[config.mk]
export PLATFORM = sky130hd
export DESIGN_NAME = binary_run_length_encoder
export DESIGN_NICKNAME = d
export VERILOG_FILES = /design/src/rtl/brle_pkg.sv /design/src/rtl/brle_front.sv /design/src/rtl/brle_fifo.sv /design/src/rtl/brle_back.sv /design/src/rtl/binary_run_length_encoder.sv
export SDC_FILE = /design/constraint.sdc
export NUM_CORES = 1
export LEC_CHECK = 0
export BUFFER_PORTS_ARGS = -buffer_cell sky130_fd_sc_hd__buf_2
export CAP_MARGIN = 20
export CORE_MARGIN = 3
export CORE_UTILIZATION = 55
export CTS_CLUSTER_SIZE = 40
export DETAILED_ROUTE_END_ITERATION = 8
export PLACE_DENSITY_LB_ADDON = 0.05
export SETUP_SLACK_MARGIN = 0.4
export SYNTH_ARGS = -nofsm -noshare
export SYNTH_HDL_FRONTEND = slang
export SYNTH_SLANG_ARGS = --single-unit
export TNS_END_PERCENT = 5
[constraint.sdc]
create_clock -name clk -period 7.21 [get_ports clk]
set_clock_uncertainty 0.15 [all_clocks]
set_input_delay 1.0815 -clock clk [delete_from_list [all_inputs] [get_ports clk]]
set_output_delay 1.0815 -clock clk [all_outputs]
set_load 0.005 [all_outputs]
[src/rtl/brle_pkg.sv]
// Shared types and constants for the binary run-length encoder.
package brle_pkg;

    localparam int CodeW      = 16;
    localparam int GammaW     = 5;
    localparam int GammaReset = 8;
    localparam int RecWords   = 3;
    localparam int QDepth     = 4;
    localparam int QPtrW      = $clog2(QDepth);
    localparam int QCntW      = $clog2(QDepth + 1);

    localparam logic KindHeader = 1'b0;
    localparam logic KindRun    = 1'b1;

    typedef struct packed {
        logic             kind;
        logic [CodeW-1:0] value;
        logic             last;
    } word_t;

    // words[0] goes out first
    typedef struct packed {
        logic [1:0]               count;
        word_t [RecWords-1:0]     words;
    } rec_t;

    typedef struct packed {
        logic full;
        logic empty;
    } fifo_stat_t;

endpackage

[src/rtl/brle_front.sv]
// Front end: takes bit beats, tracks the run and builds one record of words per bit.
module brle_front #(
    parameter int GAMMA_CAP = 16
) (
    input  logic                         clk,
    input  logic                         rst_n,
    input  logic                         in_valid,
    output logic                         in_ready,
    input  logic                         bit_value,
    input  logic                         end_of_stream,
    input  logic                         cfg_valid,
    output logic                         cfg_ready,
    input  logic [brle_pkg::GammaW-1:0]  gamma_bits,
    input  brle_pkg::fifo_stat_t         q_stat,
    output logic                         push,
    output brle_pkg::rec_t               push_rec
);

    localparam int ResetG = (brle_pkg::GammaReset < GAMMA_CAP) ? brle_pkg::GammaReset
                                                                 : GAMMA_CAP;
    localparam logic [brle_pkg::CodeW-1:0] ResetM =
        brle_pkg::CodeW'((64'd1 << ResetG) - 64'd1);

    logic                       started_reg, started_next;
    logic                       cur_reg, cur_next;
    logic [brle_pkg::CodeW-1:0] run_reg, run_next;
    logic [brle_pkg::CodeW-1:0] m_reg, m_next;
    logic [brle_pkg::GammaW-1:0] g_clamp;
    logic [brle_pkg::CodeW-1:0] old_sat;
    logic [brle_pkg::CodeW-1:0] fin_sat;
    logic [1:0]                 n;
    logic                       in_fire;
    brle_pkg::word_t            fin_word;

    assign in_ready  = !q_stat.full;
    assign cfg_ready = 1'b1;
    assign in_fire   = in_valid && in_ready;

    always_comb
    begin
        g_clamp = gamma_bits;
        if (g_clamp == '0)
        begin
            g_clamp = brle_pkg::GammaW'(1);
        end
        if (g_clamp > brle_pkg::GammaW'(GAMMA_CAP))
        begin
            g_clamp = brle_pkg::GammaW'(GAMMA_CAP);
        end
        m_next = m_reg;
        if (cfg_valid)
        begin
            m_next = brle_pkg::CodeW'((17'd1 << g_clamp) - 17'd1);
        end
    end

    assign old_sat = (run_reg > m_reg) ? m_reg : run_reg;

    always_comb
    begin
        started_next = started_reg;
        cur_next     = cur_reg;
        run_next     = run_reg;
        push_rec     = '0;
        n            = 2'd0;
        fin_sat      = '0;
        fin_word     = '0;
        if (in_fire)
        begin
            priority if (!started_reg)
            begin
                push_rec.words[0] = '{kind: brle_pkg::KindHeader,
                                      value: brle_pkg::CodeW'(bit_value), last: 1'b0};
                n            = 2'd1;
                started_next = 1'b1;
                cur_next     = bit_value;
                run_next     = brle_pkg::CodeW'(1);
            end
            else if (bit_value == cur_reg)
            begin
                if (run_reg >= m_reg)
                begin
                    push_rec.words[0] = '{kind: brle_pkg::KindRun, value: m_reg, last: 1'b0};
                    push_rec.words[1] = '{kind: brle_pkg::KindRun, value: '0, last: 1'b0};
                    n        = 2'd2;
                    run_next = brle_pkg::CodeW'(1);
                end
                else
                begin
                    run_next = run_reg + brle_pkg::CodeW'(1);
                end
            end
            else
            begin
                push_rec.words[0] = '{kind: brle_pkg::KindRun, value: old_sat, last: 1'b0};
                n        = 2'd1;
                cur_next = bit_value;
                run_next = brle_pkg::CodeW'(1);
            end

            if (end_of_stream)
            begin
                fin_sat  = (run_next > m_reg) ? m_reg : run_next;
                fin_word = '{kind: brle_pkg::KindRun, value: fin_sat, last: 1'b1};
                unique case (n)
                    2'd0:    push_rec.words[0] = fin_word;
                    2'd1:    push_rec.words[1] = fin_word;
                    default: push_rec.words[2] = fin_word;
                endcase
                n            = n + 2'd1;
                started_next = 1'b0;
                cur_next     = 1'b0;
                run_next     = '0;
            end
        end
        push_rec.count = n;
    end

    assign push = in_fire && (n != 2'd0);

    always_ff @(posedge clk or negedge rst_n)
    begin
        if (!rst_n)
        begin
            started_reg <= 1'b0;
            cur_reg     <= 1'b0;
            run_reg     <= '0;
            m_reg       <= ResetM;
        end
        else
        begin
            started_reg <= started_next;
            cur_reg     <= cur_next;
            run_reg     <= run_next;
            m_reg       <= m_next;
        end
    end

endmodule

[src/rtl/brle_fifo.sv]
// Short record queue between front and back end.
module brle_fifo (
    input  logic                 clk,
    input  logic                 rst_n,
    input  logic                 push,
    input  brle_pkg::rec_t       push_rec,
    input  logic                 pop,
    output brle_pkg::rec_t       head,
    output brle_pkg::fifo_stat_t stat
);

    brle_pkg::rec_t mem [brle_pkg::QDepth];

    logic [brle_pkg::QPtrW-1:0] wr_ptr_reg, wr_ptr_next;
    logic [brle_pkg::QPtrW-1:0] rd_ptr_reg, rd_ptr_next;
    logic [brle_pkg::QCntW-1:0] cnt_reg, cnt_next;

    assign stat.full  = (cnt_reg == brle_pkg::QCntW'(brle_pkg::QDepth));
    assign stat.empty = (cnt_reg == '0);
    assign head       = mem[rd_ptr_reg];

    always_comb
    begin
        wr_ptr_next = wr_ptr_reg + (push ? brle_pkg::QPtrW'(1) : '0);
        rd_ptr_next = rd_ptr_reg + (pop ? brle_pkg::QPtrW'(1) : '0);
        cnt_next    = cnt_reg + (push ? brle_pkg::QCntW'(1) : '0)
                              - (pop ? brle_pkg::QCntW'(1) : '0);
    end

    always_ff @(posedge clk)
    begin
        if (push)
        begin
            mem[wr_ptr_reg] <= push_rec;
        end
    end

    always_ff @(posedge clk or negedge rst_n)
    begin
        if (!rst_n)
        begin
            wr_ptr_reg <= '0;
            rd_ptr_reg <= '0;
            cnt_reg    <= '0;
        end
        else
        begin
            wr_ptr_reg <= wr_ptr_next;
            rd_ptr_reg <= rd_ptr_next;
            cnt_reg    <= cnt_next;
        end
    end

endmodule

[src/rtl/brle_back.sv]
// Back end: walks the head record one word a cycle, unless stalled, into the output register.
module brle_back (
    input  logic                       clk,
    input  logic                       rst_n,
    input  brle_pkg::rec_t             head,
    input  brle_pkg::fifo_stat_t       q_stat,
    output logic                       pop,
    output logic                       out_valid,
    input  logic                       out_ready,
    output logic                       word_kind,
    output logic [brle_pkg::CodeW-1:0] code_value,
    output logic                       final_word
);

    logic            valid_reg, valid_next;
    logic [1:0]      sub_reg, sub_next;
    brle_pkg::word_t word_reg, word_next;
    logic            load;
    logic            rec_done;

    assign load     = !q_stat.empty && (!valid_reg || out_ready);
    assign rec_done = (sub_reg == (head.count - 2'd1));
    assign pop      = load && rec_done;

    always_comb
    begin
        valid_next = valid_reg;
        sub_next   = sub_reg;
        word_next  = word_reg;
        if (load)
        begin
            valid_next = 1'b1;
            word_next  = head.words[sub_reg];
            sub_next   = rec_done ? 2'd0 : sub_reg + 2'd1;
        end
        else if (out_ready)
        begin
            valid_next = 1'b0;
        end
    end

    always_ff @(posedge clk or negedge rst_n)
    begin
        if (!rst_n)
        begin
            valid_reg <= 1'b0;
            sub_reg   <= 2'd0;
        end
        else
        begin
            valid_reg <= valid_next;
            sub_reg   <= sub_next;
        end
    end

    always_ff @(posedge clk)
    begin
        word_reg <= word_next;
    end

    assign out_valid  = valid_reg;
    assign word_kind  = word_reg.kind;
    assign code_value = word_reg.value;
    assign final_word = word_reg.last;

endmodule

[src/rtl/binary_run_length_encoder.sv]
// Binary run-length encoder top level: front end, record queue, back end.
//
//  channel  | handshake             | payload
//  ---------+-----------------------+------------------------------------
//  in       | in_valid / in_ready   | bit_value, end_of_stream
//  out      | out_valid / out_ready | word_kind, code_value, final_word
//  cfg      | cfg_valid / cfg_ready | gamma_bits (always ready)
//
//  One bit beat a cycle while the four-record queue has room; each beat yields
//  a record of zero to three words, drained one word a cycle by the back end
//  unless out_ready stalls it, so escape records (two or three words) cost
//  extra output cycles. in_ready drops only when the queue is full. Reset:
//  asynchronous, active low; no clearing pass.
module binary_run_length_encoder #(
    parameter int MAX_GAMMA = 16
) (
    input  logic                       clk,
    input  logic                       rst_n,
    input  logic                       in_valid,
    output logic                       in_ready,
    input  logic                       bit_value,
    input  logic                       end_of_stream,
    output logic                       out_valid,
    input  logic                       out_ready,
    output logic                       word_kind,
    output logic [brle_pkg::CodeW-1:0] code_value,
    output logic                       final_word,
    input  logic                       cfg_valid,
    output logic                       cfg_ready,
    input  logic [brle_pkg::GammaW-1:0] gamma_bits
);

    localparam int GammaCap = (MAX_GAMMA < brle_pkg::CodeW) ? MAX_GAMMA : brle_pkg::CodeW;

    brle_pkg::fifo_stat_t q_stat;
    brle_pkg::rec_t       push_rec;
    brle_pkg::rec_t       head;
    logic                 push;
    logic                 pop;

    brle_front #(
        .GAMMA_CAP (GammaCap)
    ) u_front (
        .clk           (clk),
        .rst_n         (rst_n),
        .in_valid      (in_valid),
        .in_ready      (in_ready),
        .bit_value     (bit_value),
        .end_of_stream (end_of_stream),
        .cfg_valid     (cfg_valid),
        .cfg_ready     (cfg_ready),
        .gamma_bits    (gamma_bits),
        .q_stat        (q_stat),
        .push          (push),
        .push_rec      (push_rec)
    );

    brle_fifo u_fifo (
        .clk      (clk),
        .rst_n    (rst_n),
        .push     (push),
        .push_rec (push_rec),
        .pop      (pop),
        .head     (head),
        .stat     (q_stat)
    );

    brle_back u_back (
        .clk        (clk),
        .rst_n      (rst_n),
        .head       (head),
        .q_stat     (q_stat),
        .pop        (pop),
        .out_valid  (out_valid),
        .out_ready  (out_ready),
        .word_kind  (word_kind),
        .code_value (code_value),
        .final_word (final_word)
    );

endmodule

Word-level counts from Yosys, hierarchy flattened
Memory sizes are Yosys's and may differ from the RTL's. Cells that the tools add are included.

Register bits after elaboration: 62. Bits in writable memories: 224. Input bits: 12. Memories: 1.

Memory list: u_fifo.mem (depth 4, bits a word 56, read ports 1, clocked after memory_dff 0, write ports 1, RTL line brle_fifo.sv:12) `brle_pkg::rec_t mem [brle_pkg::QDepth];`.

$add $sub $neg: 9. Magnitude comparators: 5. Eq/ne operators: 5. Shift operators: 1. Multiplexer cells: 40. Reductions and logical operators: 15.

Operator list (number): 2-to-1 mux 18 bit (8); 2-to-1 mux 16 bit (7); 2-to-1 mux 54 bit (2); binary-select mux 18 bit (select 2 bit) (1); 2-to-1 mux 36 bit (1); > comparator 16 bit (2); adder 16 x 1 -> 16 bit, second input constant (1); >= comparator 16 bit (1); << shifter 1 x 5 -> 16 bit, first input constant (1); subtractor 16 x 1 -> 16 bit, second input constant (1); 2-to-1 mux 2 bit (7); 2-to-1 mux 1 bit (12); 2-to-1 mux 5 bit (2); > comparator 5 bit, second input constant (1); logical NOT 5 bit (1); adder 2 x 1 -> 2 bit, second input constant (2); adder 2 bit (2); logical AND 1 bit (4); nonzero test 2 bit (2); adder 3 bit (1); equality test 3 bit, second input constant (1); logical NOT 1 bit (3); logical NOT 3 bit (1); less-than comparator 2 x 3 -> 1 bit, second input constant (1); other kinds (10) (10).

Depth between registers and ports, before layout
Gate-level depths: netlist of run 1.

Depth after elaboration: 13. Depth in mapped cells: 19. Depth with buffers taken out: 19.

By module
From an unflattened synthesis of run 1, not the netlist that was laid out.

Cell total of the unflattened synthesis: 871. Area, all modules: 13462.9 µm².

Modules (own cells, without submodules): brle_fifo (times used 1, cells an instance 317, area each 8459.4 µm², seq. area each 6901.6 µm²); brle_front (times used 1, cells an instance 455, area each 3888.7 µm², seq. area each 860.8 µm²); brle_back (times used 1, cells an instance 99, area each 1114.8 µm², seq. area each 615.6 µm²).

Worst setup path after synthesis of run 1
No wires, ideal clock.

Path kind: reg2reg. From: register u_front.run_reg[13] (netlist name). To: memory u_fifo.mem[0][0] (netlist name), enable pin. Setup time: 547 ps. Arrival: 6525 ps. Path slack: -12 ps. Cell stages (with the launch flop): 12. Clock period less this slack: 7222 ps. Path through: dfrtp_1 -> ha_1 -> a21o_1 -> a21o_1 -> a2111o_1 -> a211o_4 -> nand2b_1 -> nand2_1 -> ha_1 -> a21oi_1 -> a21oi_2 -> nor3b_1.

Cells in the longest elaborated chain, start to end: 12.

Ends and longest elaborated chain: from (decl) (RTL line brle_front.sv:26) `logic [brle_pkg::CodeW-1:0] run_reg, run_next;`; from (signal assigned) (RTL line brle_front.sv:134) `run_reg <= run_next;`; >= comparator 16 bit * (RTL line brle_front.sv:81) `if (run_reg >= m_reg)`; 2-to-1 mux 2 bit * (RTL line brle_front.sv:81); 2-to-1 mux 2 bit * (RTL line brle_front.sv:79) `else if (bit_value == cur_reg)`; 2-to-1 mux 2 bit * (RTL line brle_front.sv:70) `priority if (!started_reg)`; 2-to-1 mux 2 bit * (RTL line brle_front.sv:68) `if (in_fire)`; adder 2 x 1 -> 2 bit (RTL line brle_front.sv:110) `n = n + 2'd1;`; 2-to-1 mux 2 bit * (RTL line brle_front.sv:101) `if (end_of_stream)`; 2-to-1 mux 2 bit * (RTL line brle_front.sv:68); nonzero test 2 bit * (RTL line brle_front.sv:119) `assign push = in_fire && (n != 2'd0);`; logical AND 1 bit * (RTL line brle_front.sv:119); 2-to-1 mux 1 bit * (RTL line brle_fifo.sv:32) `if (push)`; 2-to-1 mux 1 bit (implied by the code) * (RTL line brle_fifo.sv:34) `mem[wr_ptr_reg] <= push_rec;`; to (decl) (RTL line brle_fifo.sv:12).

Mark *: on every way between the ends. The rest lies on a longest branch, timed or not. The select of a mux whose other input is x is not followed.

==> impl_results.md, run 1 <==
* First-pass GRT wire length at 43800 um
* NumNets Final at 974
* Gate power share at 0.265
* Sw Share at 0.288
* Synth cell count leaders: edfxtp_1 (238), nor2_1 (63), mux4_2 (55), inv_1 (49), nand2_1 (44)
* Cell variety after synth at 64
* Top cell type's share of synthesized area at 0.547
* Longest Clk Path Bufs at 3
* Actual slew at the worst max-slew pin at 1070 ps
* CP Class: register to register
* Worst Setup Start Kind: register
* Die ar. at 25700 sq um
* Final setup TNS at 0 ps
* Max FFs per register at 220
* Largest net degree at the start of global routing at 57
* CP max FO at 15
* Pleak at 5.38 nW
* Design Area, Final at 14500 sq um
* Total placed cells including tap cells at 1201
* CTS clock-pin slew for the worst setup and hold paths at 60 ps
* Die Y at 160 um
* Area Overhead vs Synth at 10.8%
* Slew headroom at 0.288
* Total Routed Length at 27900 um
* Port Buffers at 31
* Status: completed
* Max-cap violations at 0
* Clock network power share at 0.297
* Gr usage total at 0.220
* CTS buffer count at 29
* CP arrival at 5640 ps
* EDFF count, synth at 238
* Async set-reset flop share out of synthesis at 0.156
* #FFs+latches synth at 282
* YS warnings at 0
* Initial antenna violation count at 0
* Die W at 160 um
* Seq pwr share at 0.438
* Layout Cells excl Fill at 1253
* Req. time, crit path at 7320 ps
* Hold bufs inserted after CTS at 0
* Psw at 1.49 mW
* Worst setup EP type: register
* Post-route clock period utilization at 0.768
* Largest Register: u_fifo.mem
* Post-DRT Antenna Nets at 0
* Wirelength per Cell at 22.3 um
* Worst hold slack at 289 ps
* Cell Pwr Density at 357 nW/um^2
* CTS tree: done
* Clock latency on the worst-skew pair at 530 ps
* Syn Inst Count at 895
* Gr ovfl total at 0
* Final slew viol count at 0
* # DRC at 0
* Final hold violation count at 0
* Gpl congestion at 0.931
* RSZ-0062 raised after global routing: false
* P_int at 3.69 mW
* Peak supply drop at 0.200 mV
* DP HPWL at 18200 um
* Postcts setup bufs at 0
* # rows at 55
* I/O pins at 33
* Synthesized cell area at 13100 sq um
* Final min period at 5540 ps
* Clock Sinks at 282
* CTS root buffer: clkbuf_16
* Starting Density at 0.569
* Post-Syn Area per Cell at 14.6 sq um
* Area after DPL at 13500 sq um
* Htree depth at 1
* Main synth FF type: edfxtp_1
* Sequential element share of the synthesized area at 0.632
* Resized cells post-CTS at 0
* Antenna cells at 0
* Cell taking the most area after synthesis: edfxtp_1
* Achievable Freq at 181 MHz
* Via density at 6.08
* Share of cells above drive strength 1 at 0.191
* Drt pass-1 iters at 5
* Synth top area cells: edfxtp_1 (55%), mux4_2 (9.5%), dfrtp_1 (6.9%), ha_1 (3.9%), mux2i_1 (2.4%)
* Vias in the first global route at 7565
* DR iter-0 viols at 701
* Setup-failing EPs final at 0
* Most frequent cell after synthesis: edfxtp_1
* Core area at 23000 sq um
* HP Class: input port to async pin
* Vias post-DR at 7623
worst paths after layout:
| kind | startpoint | end | slack, ps | cells after the start |
|---|---|---|---|---|
| max reg2reg | u_front.run_reg[14] | u_fifo.mem[3][12] | 1670 | 14 |
| min reg2reg | u_back.out_valid | u_back.out_valid | 350 | 2 |
| min | rst_n | u_fifo.cnt_reg[1] | 290 | 1 |
| max in group asynchronous | rst_n | u_front.m_reg[6] | 6070 | 2 |
| max | u_front.run_reg[14] | u_fifo.mem[3][12] | 1670 | 14 |
| min in group clk | u_back.out_valid | u_back.out_valid | 350 | 2 |
metrics by stage:
step,util,setup slack (ps),power (mW)
2_1_floorplan,-,1960,3.27
3_3_place_gp,0.587,1910,3.66
3_5_place_dp,0.587,1810,3.70
4_1_cts,0.630,1870,5.24
5_1_grt,0.630,1560,5.44
6_report,0.630,1670,5.18
cells in the final DEF (no fill, tap or decap), drive strengths merged, types with 10 or more instances in the layout:
cell / netlist / layout
a21oi: 37 / 37
o21ai: 48 / 48
nor2: 64 / 64
edfxtp: 238 / 238
dfrtp: 36 / 36
xnor2: 12 / 12
nand3: 10 / 10
o22ai: 17 / 17
clkbuf: 26 / 32
mux2i: 31 / 31
buf: 23 / 42
xor2: 10 / 10
ha: 41 / 41
mux4: 55 / 55
a22oi: 17 / 17
inv: 49 / 51
nand2: 44 / 44
a22o: 12 / 12
nor3: 29 / 29
cell families after synthesis:
family / count (synthesis) / share of synthesized area
flops: 282 / 0.632
simple gates: 197 / 0.0769
compound gates: 166 / 0.0837
buf+inv: 98 / 0.0325
mux: 87 / 0.119
fa+ha+maj: 42 / 0.0408
xor+xnor: 22 / 0.0147
other cells: 1 / 0.000287
cell type report:
| class | instances | area [sq um] |
|---|---|---|
| clock inverters | 19 | 246 |
| fillers | 1736 | 8490 |
| clock buffers | 32 | 737 |
| repair buffers | 42 | 250 |
| well taps | 313 | 392 |
| multi-input cells | 516 | 4420 |
| inverters | 49 | 184 |
| flip-flops and latches | 282 | 8260 |
metal layers:
metal | share of wire | vias to the layer above | GRT usage
li1 | - | 3505 | -
met1 | 0.46 | 3834 | 0.335
met2 | 0.46 | 252 | 0.346
met3 | 0.066 | 32 | 0.0329
met4 | 0.013 | 0 | 0.0383
met5 | 0 | - | 0
critical path, stage by stage (launching register included):
cell and delay [ps]:
dfrtp_1 480, ha_1 360, nand4_1 220, nor4_1 470, nand2_1 350, nand2_1 410, nor3_2 110, ha_1 310
a21oi_1 200, o21ai_0 130, a2111o_1 470, o31a_1 330, nor3_2 850, a22oi_1 140, o21ai_0 280
power by group through the flow:
| stage | combinational [mW] | sequential [mW] | clock [mW] |
|---|---|---|---|
| 6_report | 1.37 | 2.27 | 1.54 |
| 5_1_grt | 1.51 | 2.30 | 1.63 |
| 4_1_cts | 1.40 | 2.27 | 1.56 |
| 3_5_place_dp | 1.39 | 2.31 | 0 |
| 3_3_place_gp | 1.37 | 2.29 | 0 |
| 2_1_floorplan | 1.01 | 2.26 | 0 |
Power figures use the tool's default switching activity.
==> run 2: changes to the inputs <==
==> constraint.sdc (replaced) <==
create_clock -name clk -period 4.64 [get_ports clk]
set_clock_uncertainty 0.15 [all_clocks]
set_input_delay 0.696 -clock clk [delete_from_list [all_inputs] [get_ports clk]]
set_output_delay 0.696 -clock clk [all_outputs]
set_load 0.005 [all_outputs]
==> impl_results.md, run 2 (same netlist as run 1, synthesis figures left out) <==
* Fill cell count at 1637 (-5.7%)
* CP max stage cell: a2111o_1
* Wirelength per Cell at 22.4 um (+0.67%)
* Max FFs per register at 220 (unchanged)
* Commonest non-fill, non-tap cell in the layout: edfxtp_1
* Final slew viol count at 0 (unchanged)
* Starting Density at 0.569 (unchanged)
* Actual slew at the worst max-slew pin at 862 ps (-203 ps)
* Status: completed
* Hold path start: out_ready
* CTS clock-pin slew for the worst setup and hold paths at 60 ps (about the same)
* Gr ovfl total at 0 (unchanged)
* Total Routed Length at 30300 um (+8.5%)
* DR iter-0 viols at 801 (+14%)
* Total placed cells including tap cells at 1284 (+6.9%)
* First-pass GRT wire length at 47900 um (+9.3%)
* Crit Reg-Reg Startpoint: u_front.m_reg[13]
* Largest net degree at the start of global routing at 55 (-3.5%)
* Worst r2r path cells at 17 (+3)
* Final Power at 8.22 mW (+59%)
* Final setup TNS at 0 ps (unchanged)
* Achievable Freq at 224 MHz (+24%)
* CTS tree: done
* DP HPWL at 20600 um (+13%)
* Via density at 6.04 (-0.77%)
* Cell Pwr Density at 519 nW/um^2 (+45%)
* Gr usage total at 0.239 (+0.0188)
* Die W at 160 um (unchanged)
* # rows at 55 (unchanged)
* Place WS at -206 ps (-2010 ps)
* Final Worst Setup Slack at 186 ps (-1490 ps)
* HP Class: input port to register
* Worst path cell trace: inv_2, ha_4, a21o_1, a21o_1, a2111o_1, a211o_4, nor3_4, ha_4, a21oi_2, nor2_1, a2111o_1, o31ai_4, buf_12, buf_12, mux2i_4, buf_6, nor2_2
* Die Y at 160 um (unchanged)
* Layout Cells excl Fill at 1351 (+7.8%)
* Largest Register: u_fifo.mem
* Max-cap violations at 0 (unchanged)
* NumNets Final at 1070 (+9.9%)
* CTS root buffer: clkbuf_16
* Die ar. at 25700 sq um (unchanged)
* CP arrival at 4570 ps (-1070 ps)
* Worst Setup SP: u_front.m_reg[13]
* Slew headroom at 0.425 (+0.137)
* Sw Share at 0.292 (+0.00484)
* Post-route clock period utilization at 0.960 (+0.192)
* Worst hold stages at 4
* Psw at 2.40 mW (+61%)
* Final hold violation count at 0 (unchanged)
* Drt pass-1 iters at 7 (+2)
* Worst Setup Start Kind: register
* Share of cells above drive strength 1 at 0.325 (+0.133)
* Antenna cells at 0 (unchanged)
* Post-DRT Antenna Nets at 0 (unchanged)
* # DRC at 0 (unchanged)
* Final min period at 4450 ps (-1080 ps)
* Clock network power share at 0.285 (-0.012)
* Worst setup EP type: register
* Area of the multi-input gates at 4850 sq um (+9.9%)
* RSZ-0062 raised after global routing: true
* Gpl congestion at 0.958 (+2.9%)
* CP max FO at 8 (-7)
* Longest Clk Path Bufs at 3 (unchanged)
* Clock Sinks at 282 (unchanged)
* Most frequent cells in the layout: edfxtp_1 (238), buf_4 (84), mux4_2 (55), nor2_1 (51), inv_1 (46)
* Setup-failing EPs final at 0 (unchanged)
* Core area at 23000 sq um (unchanged)
* Post-Route Utilization at 0.689 (+0.0587)
* Critical Path Max Stage Delay at 450 ps (-400 ps)
* FF+latch area at 8260 sq um (unchanged)
* Peak supply drop at 0.398 mV (+99%)
* Area Overhead vs Synth at 21.2%
* CP Class: register to register
* Initial antenna violation count at 0 (unchanged)
* Seq pwr share at 0.430 (-0.008)
* Vias in the first global route at 8368 (+11%)
* CTS buffer count at 28 (-3.4%)
* Gate power share at 0.285 (+0.020)
* I/O pins at 33 (unchanged)
* Htree depth at 1 (unchanged)
* Vias post-DR at 8156 (+7.0%)
* P_int at 5.82 mW (+58%)
* Clock latency on the worst-skew pair at 540 ps (about the same)
* Pleak at 5.91 nW (+9.9%)
* Port Buffers at 31 (unchanged)
* Req. time, crit path at 4760 ps (-2560 ps)
run 2: cell count changes in the layout (fill, tap and decap cells not counted), moves of 6 or more:
| cell | delta |
|---|---|
| nor3_1 | -6 |
| ha_4 | +8 |
| nor2_2 | +8 |
| nor3_4 | +10 |
| ha_1 | -8 |
| a21oi_2 | +8 |
| o21ai_0 | -8 |
| buf_4 | +74 |
| mux2i_1 | -6 |
| a21oi_1 | -9 |
| nor2_1 | -12 |
| buf_6 | +8 |
| o21ai_2 | +10 |
| buf_12 | +14 |
run 2: layout make-up:
class                   instances  share of cell area
multi-input cells             516               0.306
well taps                     313              0.0247
flip-flops and latches        282               0.522
repair buffers                139              0.0749
clock inverters                19              0.0139
clock buffers                  33              0.0468
inverters                      49              0.0116
run 2: per-layer routing:
layer,routed length [um],track usage,vias up
li1,-,-,3706
met1,13700,0.363,4135
met2,14200,0.373,274
met3,1800,0.0309,41
met4,615,0.0564,0
met5,0,0,-
run 2: power groups by stage:
stage / sequential [mW] / combinational (mW) / clock, mW
4_1_cts: 3.54 / 2.35 / 2.38
3_5_place_dp: 3.59 / 2.30 / 0
5_1_grt: 3.59 / 2.56 / 2.49
3_3_place_gp: 3.56 / 2.26 / 0
6_report: 3.53 / 2.35 / 2.34
2_1_floorplan: 3.52 / 1.58 / 0
run 2: repair_timing:
| item | 4_1_cts | 5_1_grt |
|---|---|---|
| setup endpoints to repair | 192 | 213 |
| endpoints found under the hold margin | 0 | 10 |
| hold buffers | 0 | 1 |
| resized for setup | 61 | 37 |
| pin swaps | 14 | 13 |
| cloned | 0 | 0 |
| buffers inserted | 6 | 7 |
run 2: path summary, 6_finish.rpt:
check | endpoint | slack [ps]
worst max-delay path | u_fifo.mem[2][27] | 190
worst min-delay path | u_back.out_valid | 260
worst max register to register | u_fifo.mem[2][27] | 190
worst min register to register | u_back.out_valid | 340
max in group asynchronous | u_front.m_reg[6] | 3360
min in group asynchronous | u_back.sub_reg[0] | 420
run 2: worst max-delay path: cells and delay by family, from the launching register on:
kind | cells | cell delay, ps
adders and majority gates | 2 | 450
AOI/OAI and AO/OA | 7 | 1970
buffers and inverters | 4 | 510
and+or+nand+nor | 3 | 400
DFF | 1 | 390
muxes | 1 | 280
run 2: stage by stage:
step / instance area [sq um] / hold WS, ps
after floorplan: 13100 / 250
after global placement: 14300 / 319
after detailed placement: 14300 / 335
after CTS: 15600 / 227
after global routing: 15800 / 280
final: 15800 / 262
==> run 3: changes to the inputs <==
--- a/config.mk
+++ b/config.mk
@@ -7,7 +7,6 @@
 export LEC_CHECK = 0
 export BUFFER_PORTS_ARGS = -buffer_cell sky130_fd_sc_hd__buf_2
 export CAP_MARGIN = 20
-export CORE_MARGIN = 3
 export CORE_UTILIZATION = 55
 export CTS_CLUSTER_SIZE = 40
 export DETAILED_ROUTE_END_ITERATION = 8
==> constraint.sdc (replaced) <==
create_clock -name clk -period 4.64 [get_ports clk]
set_clock_uncertainty 0.15 [all_clocks]
set_input_delay 0.696 -clock clk [delete_from_list [all_inputs] [get_ports clk]]
set_output_delay 0.696 -clock clk [all_outputs]
set_load 0.01 [all_outputs]
==> impl_results.md, run 3 (same netlist as run 1, synthesis figures left out) <==
* Starting Density at 0.559 (-0.0102)
* Die W at 156 um (-2.5%)
* Status: completed
* DP HPWL at 19900 um (-3.7%)
* HP Class: input port to async pin
* Hold bufs inserted after CTS at 0 (unchanged)
* NumNets Final at 1048 (-2.1%)
* Gate power share at 0.283 (-0.002)
* Setup-failing EPs final at 0 (unchanged)
* RSZ-0062 raised after global routing: true
* Post-route clock period utilization at 0.926 (-0.0337)
* Area after DPL at 14100 sq um (-1.6%)
* Via density at 6.01 (-0.44%)
* Commonest non-fill, non-tap cell in the layout: edfxtp_1
* Seq pwr share at 0.446 (+0.016)
* I/O pins at 33 (unchanged)
* Total placed cells including tap cells at 1264 (-1.6%)
* Design Area, Final at 15600 sq um (-1.6%)
* Psw at 2.42 mW (+0.73%)
* Clock Sinks at 282 (unchanged)
* Gr usage total at 0.251 (+0.0126)
* Pleak at 5.74 nW (-2.9%)
* Max-cap violations at 0 (unchanged)
* CTS buffer count at 28 (unchanged)
* Req. time, crit path at 4770 ps (about the same)
* Die Y at 156 um (-2.5%)
* Final hold violation count at 0 (unchanged)
* Final min period at 4300 ps (-156 ps)
* Vias in the first global route at 8052 (-3.8%)
* CP max FO at 7 (-1)
* Drt pass-1 iters at 5 (-2)
* Die ar. at 24400 sq um (-4.9%)
* Vias post-DR at 8006 (-1.8%)
* Gpl congestion at 0.930 (-2.9%)
* Clock latency on the worst-skew pair at 560 ps (+20 ps)
* Achievable Freq at 233 MHz (+3.6%)
* Longest Clk Path Bufs at 3 (unchanged)
* Wirelength per Cell at 22.2 um (-0.84%)
* CP arrival at 4430 ps (-140 ps)
* Largest net degree at the start of global routing at 56 (+1.8%)
* Final setup TNS at 0 ps (unchanged)
* First-pass GRT wire length at 45600 um (-4.9%)
* Cell Pwr Density at 517 nW/um^2 (-0.34%)
* Htree depth at 1 (unchanged)
* Clock network power share at 0.271 (-0.014)
* Core area at 23400 sq um (+1.8%)
* Post-DRT Antenna Nets at 0 (unchanged)
* Most frequent cells in the layout: edfxtp_1 (238), buf_4 (65), nor2_1 (57), mux4_2 (55), inv_1 (45)
* Crit Reg-Reg Startpoint: u_front.m_reg[12]
* Final slew viol count at 0 (unchanged)
* Area Overhead vs Synth at 19.2%
* Sw Share at 0.300 (+0.00801)
* P_int at 5.64 mW (-3.1%)
* Max FFs per register at 220 (unchanged)
* Worst Setup Start Kind: register
* # DRC at 0 (unchanged)
* DR iter-0 viols at 541 (-32%)
* CTS root buffer: clkbuf_16
* Peak supply drop at 0.329 mV (-17%)
* Port Buffers at 31 (unchanged)
* Share of cells above drive strength 1 at 0.303 (-0.0216)
* Antenna cells at 0 (unchanged)
* Largest Register: u_fifo.mem
* Worst setup EP type: register
* Total Routed Length at 29600 um (-2.2%)
* Worst path cell trace: inv_1, ha_1, nand4_1, nor2_1, a2111o_1, a211o_4, buf_6, nor3_4, ha_4, a21oi_4, o21ai_2, a2111o_1, o31ai_4, buf_6, mux2i_2, buf_4, nor2_1
* # rows at 56 (+1.8%)
* R2R Setup Slk at 340 ps (+160 ps)
* Critical Path Max Stage Delay at 380 ps (-70 ps)
* Actual slew at the worst max-slew pin at 877 ps (+14.8 ps)
* Final Power at 8.06 mW (-2.0%)
* Slew headroom at 0.415 (-0.00987)
* CTS clock-pin slew for the worst setup and hold paths at 60 ps (about the same)
* CTS tree: done
* CP max stage cell: dfrtp_1
* CP Class: register to register
* Worst Setup SP: u_front.m_reg[12]
* Initial antenna violation count at 0 (unchanged)
* Layout Cells excl Fill at 1332 (-1.4%)
* Gr ovfl total at 0 (unchanged)
[run 3: layout make-up]
class | instances | area [sq um]
clock buffer | 35 | 727
clock inverter | 14 | 163
fill | 1729 | 7820
inverter | 49 | 184
multi-input combinational | 516 | 4870
sequential | 282 | 8260
tap | 319 | 399
timing repair buffer | 117 | 971
[run 3: routing by layer]
layer  share of wire  GRT usage
met2            0.47      0.409
met1            0.45      0.355
met3           0.053     0.0364
met5               0          0
met4           0.022     0.0705
[run 3: worst paths after layout]
check | to | cells past startpoint
min | u_back.sub_reg[1] | 2
max | u_fifo.mem[0][47] | 17
max in group asynchronous | u_front.m_reg[15] | 2
max reg2reg | u_fifo.mem[0][47] | 17
min in group clk | u_back.out_valid | 4
min reg2reg | u_back.out_valid | 2
[run 3: power by group through the flow]
stage	Sequential, mW	Clock [mW]	Combinational [mW]
after global placement	3.62	0	2.20
final	3.59	2.18	2.28
after detailed placement	3.66	0	2.23
after CTS	3.60	2.22	2.27
after floorplan	3.55	0	1.58
after global routing	3.65	2.32	2.48
[run 3: worst max-delay path, delay by kind of cell (launching register included)]
family,cells,cell delay [ps]
muxes,1,230
buffers and inverters,4,620
and+or+nand+nor,4,580
DFF,1,380
adders and majority gates,2,490
AOI/OAI and AO/OA,6,1580
[run 3: repair_timing]
action	in CTS	in global routing
setup endpoints to repair	194	233
gates resized for setup	47	51
pin swaps	12	18
buffers inserted	9	10
[run 3: metrics by stage]
step	util	worst slack [ps]	hold WS, ps
floorplan	-	225	250
global placement	0.601	61.6	326
detailed placement	0.601	-29.6	368
CTS	0.651	385	82.2
global route	0.666	185	116
finish	0.666	342	59.0
